### src/bfba_pkg.sv
package bfba_pkg;

  localparam int MaxBlocks   = 32768;
  localparam int WordBits    = 32;
  localparam int MapWords    = MaxBlocks / WordBits;
  localparam int BlkW        = $clog2(MaxBlocks);
  localparam int CntW        = BlkW + 1;
  localparam int WordIdxW    = $clog2(MapWords);
  localparam int BitIdxW     = $clog2(WordBits);
  localparam int TotalW      = 16;
  localparam int BsizeW      = 17;
  localparam int CfgIdxW     = 1;

  typedef enum logic [1:0] {
    CMD_FORMAT = 2'd0,
    CMD_ALLOC  = 2'd1,
    CMD_FREE   = 2'd2,
    CMD_QUERY  = 2'd3
  } cmd_e;

  typedef enum logic [1:0] {
    ST_OK    = 2'd0,
    ST_NOSPC = 2'd1,
    ST_ARG   = 2'd2
  } status_e;

  typedef enum logic [CfgIdxW-1:0] {
    REG_TOTAL = 1'd0,
    REG_BSIZE = 1'd1
  } reg_e;

  typedef enum logic [3:0] {
    S_IDLE,
    S_FMT_DIV,
    S_FMT,
    S_SCAN_RD,
    S_SCAN,
    S_MARK_RD,
    S_MARK,
    S_CLR_RD,
    S_CLR,
    S_QRY_RD,
    S_QRY,
    S_CLEAR,
    S_OUT
  } state_e;

  // controller -> datapath
  typedef struct packed {
    logic load;       // latch command and arguments
    logic div_start;
    logic rd;         // read word at cursor
    logic scan_step;  // examine read word for a free run
    logic set_step;   // write back word with run bits set
    logic clr_step;   // write back word with run bits cleared
    logic fmt_step;   // write formatted word
    logic wipe_step;  // write zero word (reset sweep)
    logic res_load;   // latch result
  } dp_cmd_t;

  // datapath -> controller
  typedef struct packed {
    logic arg_err;
    logic div_done;
    logic found;
    logic last_word;  // cursor at final word of current walk
    logic walk_done;  // run fully written
  } dp_sts_t;

endpackage

### src/bfba_ctrl.sv
module bfba_ctrl (
  input  logic              clk_i,
  input  logic              rst_ni,
  input  logic              in_valid_i,
  output logic              in_ready_o,
  output logic              out_valid_o,
  input  logic              out_ready_i,
  input  logic [1:0]        cmd_i,
  input  bfba_pkg::dp_sts_t sts_i,
  output bfba_pkg::dp_cmd_t cmd_o
);
  bfba_pkg::state_e state_q, state_d;

  always_ff @(posedge clk_i or negedge rst_ni) begin
    if (!rst_ni) begin
      state_q <= bfba_pkg::S_CLEAR;
    end else begin
      state_q <= state_d;
    end
  end

  always_comb begin
    state_d     = state_q;
    cmd_o       = '0;
    in_ready_o  = 1'b0;
    out_valid_o = 1'b0;
    case (state_q)
      bfba_pkg::S_CLEAR: begin
        cmd_o.wipe_step = 1'b1;
        if (sts_i.last_word) state_d = bfba_pkg::S_IDLE;
      end
      bfba_pkg::S_IDLE: begin
        in_ready_o = 1'b1;
        if (in_valid_i) begin
          cmd_o.load = 1'b1;
          case (bfba_pkg::cmd_e'(cmd_i))
            bfba_pkg::CMD_FORMAT: begin
              cmd_o.div_start = 1'b1;
              state_d = bfba_pkg::S_FMT_DIV;
            end
            bfba_pkg::CMD_ALLOC: state_d = bfba_pkg::S_SCAN_RD;
            bfba_pkg::CMD_FREE:  state_d = bfba_pkg::S_CLR_RD;
            default:             state_d = bfba_pkg::S_QRY_RD;
          endcase
        end
      end
      bfba_pkg::S_FMT_DIV: if (sts_i.div_done) state_d = bfba_pkg::S_FMT;
      bfba_pkg::S_FMT: begin
        cmd_o.fmt_step = 1'b1;
        if (sts_i.last_word) begin
          cmd_o.res_load = 1'b1;
          state_d = bfba_pkg::S_OUT;
        end
      end
      bfba_pkg::S_SCAN_RD: begin
        if (sts_i.arg_err) begin
          cmd_o.res_load = 1'b1;
          state_d = bfba_pkg::S_OUT;
        end else begin
          cmd_o.rd = 1'b1;
          state_d = bfba_pkg::S_SCAN;
        end
      end
      bfba_pkg::S_SCAN: begin
        cmd_o.scan_step = 1'b1;
        if (sts_i.found) state_d = bfba_pkg::S_MARK_RD;
        else if (sts_i.last_word) begin
          cmd_o.res_load = 1'b1;
          state_d = bfba_pkg::S_OUT;
        end else begin
          // fetch the next word once the cursor has advanced
          state_d = bfba_pkg::S_SCAN_RD;
        end
      end
      bfba_pkg::S_MARK_RD: begin
        cmd_o.rd = 1'b1;
        state_d = bfba_pkg::S_MARK;
      end
      bfba_pkg::S_MARK: begin
        cmd_o.set_step = 1'b1;
        if (sts_i.walk_done) begin
          cmd_o.res_load = 1'b1;
          state_d = bfba_pkg::S_OUT;
        end else state_d = bfba_pkg::S_MARK_RD;
      end
      bfba_pkg::S_CLR_RD: begin
        if (sts_i.arg_err) begin
          cmd_o.res_load = 1'b1;
          state_d = bfba_pkg::S_OUT;
        end else begin
          cmd_o.rd = 1'b1;
          state_d = bfba_pkg::S_CLR;
        end
      end
      bfba_pkg::S_CLR: begin
        cmd_o.clr_step = 1'b1;
        if (sts_i.walk_done) begin
          cmd_o.res_load = 1'b1;
          state_d = bfba_pkg::S_OUT;
        end else state_d = bfba_pkg::S_CLR_RD;
      end
      bfba_pkg::S_QRY_RD: begin
        cmd_o.rd = 1'b1;
        state_d = bfba_pkg::S_QRY;
      end
      bfba_pkg::S_QRY: begin
        cmd_o.res_load = 1'b1;
        state_d = bfba_pkg::S_OUT;
      end
      bfba_pkg::S_OUT: begin
        out_valid_o = 1'b1;
        if (out_ready_i) state_d = bfba_pkg::S_IDLE;
      end
      default: state_d = bfba_pkg::S_IDLE;
    endcase
  end
endmodule

### config.mk
export PLATFORM = sky130hd
export DESIGN_NAME = bfba_ctrl
export DESIGN_NICKNAME = d
export VERILOG_FILES = /design/src/bfba_pkg.sv /design/src/bfba_ctrl.sv
export SDC_FILE = /design/constraint.sdc
export NUM_CORES = 1
export LEC_CHECK = 0
export ABC_CLOCK_PERIOD_IN_PS = 1300
export BUFFER_PORTS_ARGS = -buffer_cell sky130_fd_sc_hd__buf_2
export CAP_MARGIN = 20
export CELL_PAD_IN_SITES_DETAIL_PLACEMENT = 0
export CELL_PAD_IN_SITES_GLOBAL_PLACEMENT = 1
export CORE_MARGIN = 4
export CORE_UTILIZATION = 31
export CTS_BUF_LIST = sky130_fd_sc_hd__clkbuf_16
export CTS_CLUSTER_DIAMETER = 150
export CTS_CLUSTER_SIZE = 20
export DETAILED_ROUTE_END_ITERATION = 12
export GPL_ROUTABILITY_DRIVEN = 1
export PLACE_DENSITY = 0.75
export SETUP_SLACK_MARGIN = 0.15
export SYNTH_ARGS = -nofsm -noshare
export SYNTH_HDL_FRONTEND = slang
export SYNTH_SLANG_ARGS = --single-unit
### constraint.sdc
create_clock -name clk_i -period 1.3 [get_ports clk_i]
set_input_delay 0.13 -clock clk_i [delete_from_list [all_inputs] [get_ports clk_i]]
set_output_delay 0.13 -clock clk_i [all_outputs]
set_load 0.02 [all_outputs]
==> impl_metrics.toml <==
[sta]
slew_violations = 0
grt_setup_unrepaired = "yes"
worst_slack_ns = -0.382
worst_pin_slew_ns = 0.438
post-route-period-util_pct = 129
fin_skew_ns = 0.000447
max_freq_mhz = 595
maxSlewHeadroom_pct = 70.4
setup_viol = 15
post-route-min-period_ns = 1.68
finalHoldViolations = 0

[cells_and_area]
ff_latch_area_sq_um = 104
reg_top3 = "state_q (4)"
drive_above_1_share_pct = 67.9
largest_reg_flops = 4
finalInstanceArea_sq_um = 1350
multi_input_area_sq_um = 584
nNetsFinal = 155
diodes = 0
fillers = 147
top_register = "state_q"
areaGrowthSynthToFinish_pct = 115

[global_routing]
grt_start_max_net_pins = 10
grt_pass1_vias = 810
overflow = 0
grt_pass1_wl_um = 3810
antenna_found_initial = 0
grtUsageTotal_pct = 18.7
use_met2_pct = 35.1
met1_usage_pct = 20.9
use_met3_pct = 1.41
top_usage_layer = "met2"

[critical_path]
critPathKind = "register to output port"
crit_chain = "nand2b_4 > o32ai_2 > a31oi_4 > o31ai_4 > buf_6"
crit_arrival_ns = 1.55
cp_data_required_time_ns = 1.17
critPathTopFamily = "flip-flops"
critPathBufInv = 1
path_max_fanout = 6
slowest_delay_ns = 0.62
end_kind = "output port"
crit_slowest_cell = "dfstp_2"
critPathLaunchType = "register"

[synth]
synth_nets = 95
yosysWarnings = 0
synth_cells = 81
syn_avg_cell_area_sq_um = 7.75
synth_cell_types = 38
syn_area_sq_um = 628
ys_ff_latch = 4
synth_area_leaders = "dfstp_2 (13%), nor2_1 (7.2%), ha_1 (6.0%)"
yosysTopAreaCell = "dfstp_2"
async_flop_share_pct = 100
ys_seq_area_share_pct = 16.5
netlist.area_leader.share_pct = 12.5
synthFlopType = "dfstp_2"
synth.top_cells.by_count = "nor2_1 (12), inv_1 (6), a21oi_1 (5), nand2_1 (4)"
yosysMostFrequentCell = "nor2_1"
synth-edff-count = 0

[detailed_routing]
routedWlPerCell_um = 15.4
drtAntennaViolNets = 0
firstDrtPassIters = 4
drt_iter0_drc = 30
num_vias = 883
drc_errors = 0
routed_via_density = 5.29
drt_wl_total_um = 2570

[die]
die_area_sq_um = 2810
rows = 16
die_w_um = 53.0
start_util_pct = 32.3
core_sq_um = 1940
io_pins = 22
die_h_um = 53.0

[place]
globalplace.congestion = 0.817
portBuffers = 21
place_area_sq_um = 975
place_ws_ns = -0.219
hpwl_um = 1520

[clocking]
cts_tree = "built"
cts_max_level = 1
clock_tree.buffer_depth = 2
cts_sinks = 4
clkTransAtPathRegs_ns = 0.03
cts_buffers = 3
cts_root_buffer = "clkbuf_16"
clk_latency_ns = 0.22

[power]
total_power_mw = 3.41
max-vdd-ir-drop_v = 0.00122
p_leak_nw = 0.623
p_per_area_nw_per_um2 = 2530

[flow_run]
cap_violations = 0

[outcome]
violations = "setup timing"
status = "finished with violations"

[min_path]
hp-class = "input port to register"
-- per-layer routing --
metal	up-vias	part of all wire [%]
li1	414	-
met1	414	37
met2	49	55
met3	6	6.7
met4	0	2.0
met5	-	0
-- placed cells by master, fill, tap and decap left out, drive strengths merged, types with 3 or more instances in the layout --
cell type / count
o21ai: 3
nand2: 4
a21oi: 6
nor2: 13
clkbuf: 3
dfstp: 3
o21a: 3
inv: 7
ha: 3
buf: 60
o32ai: 3
nand2b: 4
-- through the flow --
stage               cells  util (%)  hold WS [ns]  TNS, ns
finish                167      69.4         0.136    -4.00
global route          167      69.4         0.147    -4.65
CTS                   166      65.0         0.140    -3.24
detailed placement    149      50.2       -0.0627    -1.22
global placement      149      50.2       -0.0622    -1.05
floorplan              81         -        -0.166   -0.189
-- timing repair --
item | CTS | global route
resized for setup | 32 | 17
cloned | 0 | 0
pin swaps | 7 | 5
setup endpoints to repair | 15 | 15
hold buffers | 1 | 0
buffers inserted | 12 | 1
hold endpoints to repair | 4 | 0
-- logic make-up (layout without fill, tap and decap cells) --
family | count (synthesis) | count (layout) | synth area share (%)
flip-flops | 4 | 4 | 16.5
multiplexers | 2 | 2 | 3.19
buffers and inverters | 12 | 71 | 11.4
XOR/XNOR | 1 | 1 | 1.39
AND/OR/NAND/NOR | 32 | 32 | 28.3
adder cells (fa/ha/maj) | 3 | 3 | 5.98
AO/OA/AOI/OAI | 27 | 27 | 33.3
-- layout make-up --
cell class / count / area share (%)
multi-input combinational: 65 / 43.4
timing repair buffer: 61 / 38.9
sequential: 4 / 7.71
clock buffer: 3 / 5.57
tap: 27 / 2.51
inverter: 6 / 1.67
clock inverter: 1 / 0.279
-- worst paths after layout --
path / startpoint / end / slack, ns / depth (start not counted)
max: state_q[3]$_DFFE_PN1P_ / cmd_o[0] / -0.38 / 5
min: out_ready_i / state_q[2]$_DFFE_PN0P_ / 0.14 / 2
max reg2reg: state_q[1]$_DFFE_PN1P_ / state_q[3]$_DFFE_PN1P_ / -0.31 / 6
min reg2reg: state_q[2]$_DFFE_PN0P_ / state_q[1]$_DFFE_PN1P_ / 0.67 / 2
max in group asynchronous: rst_ni / state_q[3]$_DFFE_PN1P_ / 0.83 / 2
min in group asynchronous: rst_ni / state_q[2]$_DFFE_PN0P_ / 0.26 / 2
-- report_power, final --
group	switching, mW	leakage, nW	total, mW	internal [mW]
clock network	0.0978	0.0423	0.496	0.398
logic	1.19	0.536	2.60	1.41
registers	0.0977	0.0439	0.312	0.215
-- worst register-to-register path, cell delays in order, from the launching register on --
cell	delay [ns]
dfstp_2	0.40
or2_4	0.27
o32ai_2	0.32
a31oi_4	0.07
buf_4	0.16
buf_4	0.12
a22oi_1	0.18
Power figures use the tool's default switching activity.
